File: src/rtl/olie_pkg.sv
// Package for the ordered list insert/erase unit: sizes, operation and
// status codes, and the command/status structs between controller and datapath.
// No dependencies.
`default_nettype none

package olie_pkg;

  localparam int CAPACITY = 16;
  localparam int IDX_W    = $clog2(CAPACITY);
  localparam int CNT_W    = $clog2(CAPACITY + 1);
  localparam int POS_W    = 5;
  localparam int CMP_W    = (CNT_W > POS_W) ? CNT_W : POS_W;

  localparam logic [2:0] OP_APPEND      = 3'd0;
  localparam logic [2:0] OP_INSERT      = 3'd1;
  localparam logic [2:0] OP_REMOVE_LAST = 3'd2;
  localparam logic [2:0] OP_ERASE       = 3'd3;
  localparam logic [2:0] OP_READ        = 3'd4;

  localparam logic [1:0] ST_OK    = 2'd0;
  localparam logic [1:0] ST_FULL  = 2'd1;
  localparam logic [1:0] ST_EMPTY = 2'd2;
  localparam logic [1:0] ST_RANGE = 2'd3;

  typedef enum logic [2:0] {
    S_IDLE,
    S_EXEC,
    S_SHIFT,
    S_READ,
    S_DONE
  } state_t;

  // controller -> datapath
  typedef struct packed {
    logic load;       // latch the request
    logic capture;    // latch status and default read data
    logic wr_tail;    // write value at entry_count
    logic wr_pos;     // write value at position
    logic setup_up;   // prepare shift toward higher indexes
    logic setup_dn;   // prepare shift toward lower indexes
    logic shift;      // run one shift step
    logic take_rdata; // latch memory read data as result
    logic inc;
    logic dec;
  } dp_cmd_t;

  // datapath -> controller
  typedef struct packed {
    logic [2:0] op;
    logic [1:0] code;
    logic       shift_done;
  } dp_sts_t;

endpackage

`default_nettype wire

File: src/rtl/olie_ram.sv
// Generic single-write, single-read RAM with registered read data.
// No dependencies.
`default_nettype none

module olie_ram #(
  parameter int WIDTH = 32,
  parameter int DEPTH = 16
) (
  input  wire logic                     clk,
  input  wire logic                     we,
  input  wire logic [$clog2(DEPTH)-1:0] waddr,
  input  wire logic [WIDTH-1:0]         wdata,
  input  wire logic [$clog2(DEPTH)-1:0] raddr,
  output      logic [WIDTH-1:0]         rdata
);

  logic [WIDTH-1:0] mem [DEPTH];

  always_ff @(posedge clk) begin
    if (we) begin
      mem[waddr] <= wdata;
    end
    rdata <= mem[raddr];
  end

endmodule

`default_nettype wire

File: src/rtl/olie_datapath.sv
// Datapath: request registers, entry count, shift pointers, result registers
// and the entry store. Depends on olie_pkg and olie_ram.
`default_nettype none

module olie_datapath (
  input  wire logic                  clk,
  input  wire logic                  rst,
  input  wire olie_pkg::dp_cmd_t     cmd,
  output      olie_pkg::dp_sts_t     sts,
  input  wire logic [2:0]            operation,
  input  wire logic [4:0]            position,
  input  wire logic signed [31:0]    value,
  output      logic signed [31:0]    read_data,
  output      logic [4:0]            count,
  output      logic [1:0]            status
);

  import olie_pkg::*;

  logic [2:0]       op_q;
  logic [POS_W-1:0] pos_q;
  logic [31:0]      val_q;
  logic [CNT_W-1:0] entry_count;
  logic [CNT_W-1:0] remain;
  logic             pend;
  logic             up;
  logic [IDX_W-1:0] src;
  logic [IDX_W-1:0] dst;
  logic [31:0]      read_data_q;
  logic [1:0]       status_q;

  logic [CMP_W-1:0] cnt_ext;
  logic [CMP_W-1:0] pos_ext;
  logic             full;
  logic             empty;
  logic [1:0]       code;
  logic [IDX_W-1:0] pos_idx;
  logic [IDX_W-1:0] cnt_idx;

  logic             ram_we;
  logic [IDX_W-1:0] ram_waddr;
  logic [31:0]      ram_wdata;
  logic [IDX_W-1:0] ram_raddr;
  logic [31:0]      ram_rdata;

  assign cnt_ext = CMP_W'(entry_count);
  assign pos_ext = CMP_W'(pos_q);
  assign full    = (cnt_ext >= CMP_W'(CAPACITY));
  assign empty   = (entry_count == '0);
  assign pos_idx = IDX_W'(pos_q);
  assign cnt_idx = IDX_W'(entry_count);

  // status of the latched request against the current count
  always_comb begin
    code = ST_OK;
    case (op_q)
      OP_APPEND: begin
        if (full) code = ST_FULL;
      end
      OP_INSERT: begin
        if (full) code = ST_FULL;
        else if (pos_ext > cnt_ext) code = ST_RANGE;
      end
      OP_REMOVE_LAST: begin
        if (empty) code = ST_EMPTY;
      end
      OP_ERASE, OP_READ: begin
        if (pos_ext >= cnt_ext) code = ST_RANGE;
      end
      default: code = ST_OK;
    endcase
  end

  // a pending move has priority on the write port; reads follow the position
  // except while shifting
  always_comb begin
    ram_we    = (cmd.shift && pend) || cmd.wr_tail || cmd.wr_pos;
    ram_waddr = pos_idx;
    ram_wdata = val_q;
    if (cmd.shift && pend) begin
      ram_waddr = dst;
      ram_wdata = ram_rdata;
    end else if (cmd.wr_tail) begin
      ram_waddr = cnt_idx;
    end
    ram_raddr = cmd.shift ? src : pos_idx;
  end

  olie_ram #(
    .WIDTH(32),
    .DEPTH(CAPACITY)
  ) u_ram (
    .clk  (clk),
    .we   (ram_we),
    .waddr(ram_waddr),
    .wdata(ram_wdata),
    .raddr(ram_raddr),
    .rdata(ram_rdata)
  );

  always_ff @(posedge clk) begin
    if (rst) begin
      entry_count <= '0;
      remain      <= '0;
      pend        <= 1'b0;
    end else begin
      if (cmd.inc) begin
        entry_count <= entry_count + 1'b1;
      end else if (cmd.dec) begin
        entry_count <= entry_count - 1'b1;
      end
      if (cmd.setup_up) begin
        remain <= CNT_W'(cnt_ext - pos_ext);
        pend   <= 1'b0;
      end else if (cmd.setup_dn) begin
        remain <= CNT_W'(cnt_ext - pos_ext - 1'b1);
        pend   <= 1'b0;
      end else if (cmd.shift) begin
        if (remain != '0) begin
          remain <= remain - 1'b1;
          pend   <= 1'b1;
        end else begin
          pend <= 1'b0;
        end
      end
    end
  end

  always_ff @(posedge clk) begin
    if (cmd.load) begin
      op_q  <= operation;
      pos_q <= position;
      val_q <= value;
    end
    if (cmd.setup_up) begin
      up  <= 1'b1;
      src <= IDX_W'(cnt_ext - 1'b1);
    end else if (cmd.setup_dn) begin
      up  <= 1'b0;
      src <= IDX_W'(pos_ext + 1'b1);
    end else if (cmd.shift && remain != '0) begin
      dst <= up ? src + 1'b1 : src - 1'b1;
      src <= up ? src - 1'b1 : src + 1'b1;
    end
    if (cmd.capture) begin
      status_q    <= code;
      read_data_q <= (op_q == OP_READ && code == ST_RANGE) ? '1 : '0;
    end else if (cmd.take_rdata) begin
      read_data_q <= ram_rdata;
    end
  end

  assign sts.op         = op_q;
  assign sts.code       = code;
  assign sts.shift_done = (remain == '0) && !pend;

  assign read_data = read_data_q;
  assign count     = 5'(entry_count);
  assign status    = status_q;

endmodule

`default_nettype wire

File: src/rtl/olie_ctrl.sv
// Controller state machine: sequences each request through the datapath.
// Depends on olie_pkg.
`default_nettype none

module olie_ctrl (
  input  wire logic              clk,
  input  wire logic              rst,
  input  wire logic              start,
  output      logic              busy,
  output      logic              done,
  input  wire olie_pkg::dp_sts_t sts,
  output      olie_pkg::dp_cmd_t cmd
);

  import olie_pkg::*;

  state_t state;
  state_t state_next;

  always_ff @(posedge clk) begin
    if (rst) begin
      state <= S_IDLE;
    end else begin
      state <= state_next;
    end
  end

  always_comb begin
    state_next = state;
    cmd        = '0;
    busy       = 1'b1;
    done       = 1'b0;
    case (state)
      S_IDLE: begin
        busy = 1'b0;
        if (start) begin
          cmd.load   = 1'b1;
          state_next = S_EXEC;
        end
      end
      S_EXEC: begin
        cmd.capture = 1'b1;
        state_next  = S_DONE;
        if (sts.code == ST_OK) begin
          case (sts.op)
            OP_APPEND: begin
              cmd.wr_tail = 1'b1;
              cmd.inc     = 1'b1;
            end
            OP_INSERT: begin
              cmd.setup_up = 1'b1;
              state_next   = S_SHIFT;
            end
            OP_REMOVE_LAST: cmd.dec = 1'b1;
            OP_ERASE: begin
              cmd.setup_dn = 1'b1;
              state_next   = S_SHIFT;
            end
            OP_READ: state_next = S_READ;
            default: state_next = S_DONE;
          endcase
        end
      end
      S_SHIFT: begin
        cmd.shift = 1'b1;
        if (sts.shift_done) begin
          state_next = S_DONE;
          if (sts.op == OP_INSERT) begin
            cmd.wr_pos = 1'b1;
            cmd.inc    = 1'b1;
          end else begin
            cmd.dec = 1'b1;
          end
        end
      end
      S_READ: begin
        cmd.take_rdata = 1'b1;
        state_next     = S_DONE;
      end
      S_DONE: begin
        done       = 1'b1;
        state_next = S_IDLE;
      end
      default: state_next = S_IDLE;
    endcase
  end

endmodule

`default_nettype wire

File: src/rtl/ordered_list_insert_erase_unit.sv
// Append, remove last, rejected or unused requests go from the execute state
// to the done state; a read goes through the read state before done. Insert
// or erase passes through the shift state, where entries move one per cycle
// through the single read and single write port of the store.
// A new request is taken in the cycle after done. Reset empties the list
// (count zero); the store contents are left as they are, no clearing pass.
`default_nettype none

module ordered_list_insert_erase_unit (
  input  wire logic               clk,
  input  wire logic               rst,
  input  wire logic               start,
  output      logic               busy,
  input  wire logic [2:0]         operation,
  input  wire logic [4:0]         position,
  input  wire logic signed [31:0] value,
  output      logic               done,
  output      logic signed [31:0] read_data,
  output      logic [4:0]         count,
  output      logic [1:0]         status
);

  import olie_pkg::*;

  dp_cmd_t cmd;
  dp_sts_t sts;

  olie_ctrl u_ctrl (
    .clk  (clk),
    .rst  (rst),
    .start(start),
    .busy (busy),
    .done (done),
    .sts  (sts),
    .cmd  (cmd)
  );

  olie_datapath u_datapath (
    .clk      (clk),
    .rst      (rst),
    .cmd      (cmd),
    .sts      (sts),
    .operation(operation),
    .position (position),
    .value    (value),
    .read_data(read_data),
    .count    (count),
    .status   (status)
  );

`ifndef SYNTH
  a_done_single: assert property (@(posedge clk) disable iff (rst) done |=> !done)
    else $error("done held longer than one cycle");
  a_start_busy: assert property (@(posedge clk) disable iff (rst)
    (start && !busy) |=> (busy && !done))
    else $error("request taken without going busy");
  a_done_busy: assert property (@(posedge clk) disable iff (rst) done |-> busy)
    else $error("done while idle");
  a_full_count: assert property (@(posedge clk) disable iff (rst)
    (done && status == ST_FULL) |-> (count == 5'(CAPACITY)))
    else $error("full status with list not full");
`endif

endmodule

`default_nettype wire

File: config.mk
export PLATFORM = sky130hd
export DESIGN_NAME = ordered_list_insert_erase_unit
export DESIGN_NICKNAME = d
export VERILOG_FILES = /design/src/rtl/olie_pkg.sv /design/src/rtl/olie_ram.sv /design/src/rtl/olie_datapath.sv /design/src/rtl/olie_ctrl.sv /design/src/rtl/ordered_list_insert_erase_unit.sv
export SDC_FILE = /design/constraint.sdc
export NUM_CORES = 1
export LEC_CHECK = 0
export BUFFER_PORTS_ARGS = -buffer_cell sky130_fd_sc_hd__buf_2
export CORE_MARGIN = 3
export CORE_UTILIZATION = 50
export DETAILED_ROUTE_END_ITERATION = 6
export PLACE_DENSITY = 0.7
export SLEW_MARGIN = 30
export SYNTH_ARGS = -nofsm -noshare
export SYNTH_HDL_FRONTEND = slang
export SYNTH_SLANG_ARGS = --single-unit
File: constraint.sdc
create_clock -name clk -period 3.25 [get_ports clk]
set_input_delay 0.65 -clock clk [delete_from_list [all_inputs] [get_ports clk]]
set_output_delay 0.65 -clock clk [all_outputs]
set_load 0.02 [all_outputs]
==> summary.md <==
- part of the Yosys area used for sequential elements: 70.4%
- Design Power: 17.9 mW
- required time at the worst-slack endpoint: 3510 ps
- Pwr Density: 588 mW/mm^2
- count of warnings emitted by yosys: 0
- number of H-tree branching levels: 3
- core footprint: 0.0527 sq mm
- quantity of hold-fixing buffers added after cts: 0
- mean area per synthesized cell: 13.3 sq um
- Crit path buffers/inverters: 2
- met2 wire len: 31,900 um
- maximum number of pins on one net before global-route repair: 88
- cell depth of the worst hold path: 1
- pre-CTS setup slack: 94.8 ps
- DR vias: 17,200
- Hold Startpoint: value[29]
- violation count after the first detailed-route iteration: 1,801
- IO Pins: 84
- Max transition margin: 48.7%
- vertical die dimension: 237 um
- number of distinct library cell variants in the gate-level netlist after synthesis: 60
- worst reg2reg setup slack: 180 ps
- Crit Path Category: reg2reg
- CP cell instances: or3b_2 -> inv_2 -> nand3_2 -> mux2i_1 -> o21ai_0 -> nand2_1 -> nor2_4 -> buf_4
- arrival time of the worst setup path: 3320 ps
- register bit count reported by yosys: 641
- unrepaired setup endpoints after global routing: false
- clock latency on the worst-skew pair: 600 ps
- CTS max path bufs: 3
- Net Count, Synth: 2,064
- ratio of final minimum period to clock period: 94.5%
- Inserted Clock Buffers: 68
- Total Routed Length: 66,000 um
- Worst path slowest cell: sky130_fd_sc_hd__or3b_2
- leakage: 10.8 nW
- metal3 WL: 4620 um
- Detailed Place HPWL: 38,200 um
- routability congestion estimate: 0.826
- CTS tree: yes
- total global-route track usage: 23.2%
- Die Outline Area: 0.0562 sq mm
- critical path startpoint category: flip-flop
- layout cells sized above 1: 13.7%
- clock-pin slew on the worst setup and hold paths: 60 ps
- first-pass iteration count of the detailed router: 5
- number of filler cells placed in the layout: 4,076
- Largest delay share family, worst path: simple AND/OR/NAND/NOR gates
- first-pass GRT wire length: 101,000 um
- Synth async-reset ratio: 0%
- capturing element type of the critical path: flip-flop
- Sink Count: 641
- number of instances in the synthesized netlist: 2,008
- antenna diode count: 0
- capture endpoint of the worst hold path: u_datapath.val_q[29]
- global route overflow: 0
- synthesis-to-finish area growth: 14.1%
- count of nets after finishing: 2,148
- Sum Neg Setup Slack: 0 ps
- Post-Route Skew: 20.1 ps
- FMAX: 0.326 GHz
- Worst IR Drop VDD: 0.336 mV
- number of max-slew violations in the final report: 0
- starting utilization of the core area: 50.7%
- Slew @ Worst Pin: 768 ps
- vias in the first global route: 16,900
- hold violation total from the final report: 0
- summed instance area of the synthesized netlist: 0.0267 sq mm
- post-detailed-route via-to-cell ratio: 6.07
- x dimension of the die: 237 um
- number of violations of the max-capacitance limit: 0
- Most used DFF post-synth: sky130_fd_sc_hd__edfxtp_1
- worst r2r dst: u_datapath.u_ram.mem[12][12]
- Core Rows: 84
- maximum fanout encountered on the critical timing path: 19
- Post-CTS Repair Setup Buffers: 0
- Reg2Reg Depth: 8
- least setup slack across all paths after layout: 180 ps
- peak per-stage delay on the critical path: 510 ps
- average wire per cell in the routed design: 23.3 um
- total DRC errors in the routed layout: 0
- master cell of the clock root buffer: sky130_fd_sc_hd__clkbuf_16
- EDFF count, synth: 594
- Top Layer Used: met4
- min-delay worst type: in2reg
- number of I/O port buffers: 83
- met1 layer wirelength in the final routing: 27,600 um
- outcome: completed
- final number of setup-violating endpoints: 0
- Min Clock Period, post-route: 3070 ps
- number of nets with antenna violations after detailed routing: 0
- Hold Slack: 227 ps
- origin of the critical flop-to-flop path: u_ctrl.state[1]
- number of antenna violations at the first check in global routing: 0
-- cells in the mapped netlist, types with 13 or more instances --
library cell | n | area, sq um
sky130_fd_sc_hd__buf_2 | 27 | 135
sky130_fd_sc_hd__a211oi_1 | 69 | 518
sky130_fd_sc_hd__buf_1 | 13 | 48.8
sky130_fd_sc_hd__o22ai_1 | 32 | 200
sky130_fd_sc_hd__and2_1 | 67 | 419
sky130_fd_sc_hd__mux2i_1 | 76 | 761
sky130_fd_sc_hd__nand3_1 | 69 | 345
sky130_fd_sc_hd__nor2_1 | 36 | 135
sky130_fd_sc_hd__a311o_1 | 32 | 320
sky130_fd_sc_hd__edfxtp_1 | 594 | 17800
sky130_fd_sc_hd__a221oi_1 | 32 | 280
sky130_fd_sc_hd__a21oi_1 | 205 | 1030
sky130_fd_sc_hd__o21ai_0 | 78 | 390
sky130_fd_sc_hd__clkbuf_1 | 88 | 330
sky130_fd_sc_hd__nand2_1 | 315 | 1180
sky130_fd_sc_hd__a21o_1 | 100 | 751
sky130_fd_sc_hd__dfxtp_1 | 47 | 941
-- per-stage QoR --
stage	area [sq um]	instances	util, %
2_1_floorplan	26700	2008	-
3_3_place_gp	28300	2709	53.7
3_5_place_dp	28300	2710	53.8
4_1_cts	30400	2833	57.8
5_1_grt	30400	2833	57.8
6_report	30400	2833	57.8
-- cell usage in the layout, fill, tap and decap left out, types with 3 or more instances in the layout --
cell type and n:
sky130_fd_sc_hd__inv_6 5, sky130_fd_sc_hd__a211oi_1 69, sky130_fd_sc_hd__clkbuf_1 19, sky130_fd_sc_hd__clkinv_2 12
sky130_fd_sc_hd__nor3_1 11, sky130_fd_sc_hd__clkinv_1 9, sky130_fd_sc_hd__bufinv_16 4, sky130_fd_sc_hd__nor2_1 19
sky130_fd_sc_hd__a21o_1 100, sky130_fd_sc_hd__nand3_1 69, sky130_fd_sc_hd__a21oi_1 205, sky130_fd_sc_hd__nand2_1 314
sky130_fd_sc_hd__nor3b_1 3, sky130_fd_sc_hd__xnor2_1 11, sky130_fd_sc_hd__buf_4 50, sky130_fd_sc_hd__clkbuf_8 3
sky130_fd_sc_hd__o21a_1 3, sky130_fd_sc_hd__a221oi_1 32, sky130_fd_sc_hd__a311o_1 32, sky130_fd_sc_hd__o21ai_0 74
sky130_fd_sc_hd__or2_2 3, sky130_fd_sc_hd__buf_12 22, sky130_fd_sc_hd__o21bai_1 3, sky130_fd_sc_hd__buf_2 83
sky130_fd_sc_hd__nor2_4 16, sky130_fd_sc_hd__edfxtp_1 594, sky130_fd_sc_hd__nand2b_1 5, sky130_fd_sc_hd__dfxtp_1 47
sky130_fd_sc_hd__nor2b_1 7, sky130_fd_sc_hd__mux2i_1 74, sky130_fd_sc_hd__o22ai_1 32, sky130_fd_sc_hd__clkbuf_16 69
sky130_fd_sc_hd__o21ai_1 3, sky130_fd_sc_hd__mux2i_4 3, sky130_fd_sc_hd__and2_1 65, sky130_fd_sc_hd__inv_1 10
sky130_fd_sc_hd__xor2_1 8, sky130_fd_sc_hd__ha_1 12
-- worst reg2reg max path: stages, from the launching register on --
cell                      delay (ps)
sky130_fd_sc_hd__dfxtp_1         350
sky130_fd_sc_hd__or3b_2          510
sky130_fd_sc_hd__inv_2           110
sky130_fd_sc_hd__nand3_2         230
sky130_fd_sc_hd__mux2i_1         190
sky130_fd_sc_hd__o21ai_0         430
sky130_fd_sc_hd__nand2_1         390
sky130_fd_sc_hd__nor2_4          200
sky130_fd_sc_hd__buf_4           320
-- how the worst max path moves through the flow --
stage               startpoint  depth (start not counted)                            to  slack [ps]
2_1_floorplan  u_ctrl.state[0]                          9   u_datapath.u_ram.mem[12][0]        -340
3_3_place_gp   u_ctrl.state[0]                          8  u_datapath.u_ram.mem[14][24]         150
3_5_place_dp   u_ctrl.state[0]                          8    u_datapath.u_ram.mem[4][7]          90
4_1_cts        u_ctrl.state[0]                          8  u_datapath.u_ram.mem[12][31]          60
5_1_grt        u_ctrl.state[1]                          8  u_datapath.u_ram.mem[14][31]           1
6_report       u_ctrl.state[1]                          8  u_datapath.u_ram.mem[12][12]         180
-- per-layer routing --
| metal | track usage [%] | up-vias |
|---|---|---|
| met1 | 32.0 | 8590 |
| li1 | - | 7746 |
| met5 | 0 | - |
| met4 | 8.32 | 0 |
| met3 | 3.52 | 121 |
| met2 | 37.8 | 738 |
-- registers in the layout, indices dropped and copies added, names as in the netlist --
name / count
u_datapath.u_ram.rdata: 32
u_datapath.status: 2
u_datapath.count: 5
u_datapath.val_q: 32
u_datapath.pos_ext: 5
u_datapath.remain: 5
u_datapath.read_data: 32
u_datapath.up: 1
u_datapath.op_q: 3
u_ctrl.state: 3
u_datapath.u_ram.mem: 512
u_datapath.pend: 1
u_datapath.src: 4
u_datapath.dst: 4
-- cells by family (layout without fill, tap and decap cells) --
kind of cell	after synthesis	in the layout	share of synthesized area, %
AOI/OAI and AO/OA	565	565	13.6
muxes	79	79	3.03
adders and majority gates	13	13	0.638
xor gates and xnor gates	19	19	0.624
buffers and inverters	153	290	2.59
DFF	641	641	70.4
and+or+nand+nor	538	538	9.12
-- final cells by class --
type | instances | area [sq um] | area share [%]
flip-flops and latches | 641 | 18800 | 61.7
multi-input cells | 1214 | 7400 | 24.3
clock buffers | 91 | 1840 | 6.04
repair buffers | 155 | 1230 | 4.04
well taps | 688 | 861 | 2.83
clock inverters | 32 | 285 | 0.937
inverters | 12 | 45.0 | 0.148
-- what timing repair did --
action                                  CTS  global route
gates resized for setup                   0             3
endpoints found under the setup margin    0           326
hold endpoints to repair                  0             0
-- power by group --
group,internal [mW],total [mW],switching (mW)
Clock,4.32,7.43,3.11
Combinational,0.404,1.19,0.781
Sequential,9.19,9.27,0.0775
Power figures use the tool's default switching activity.
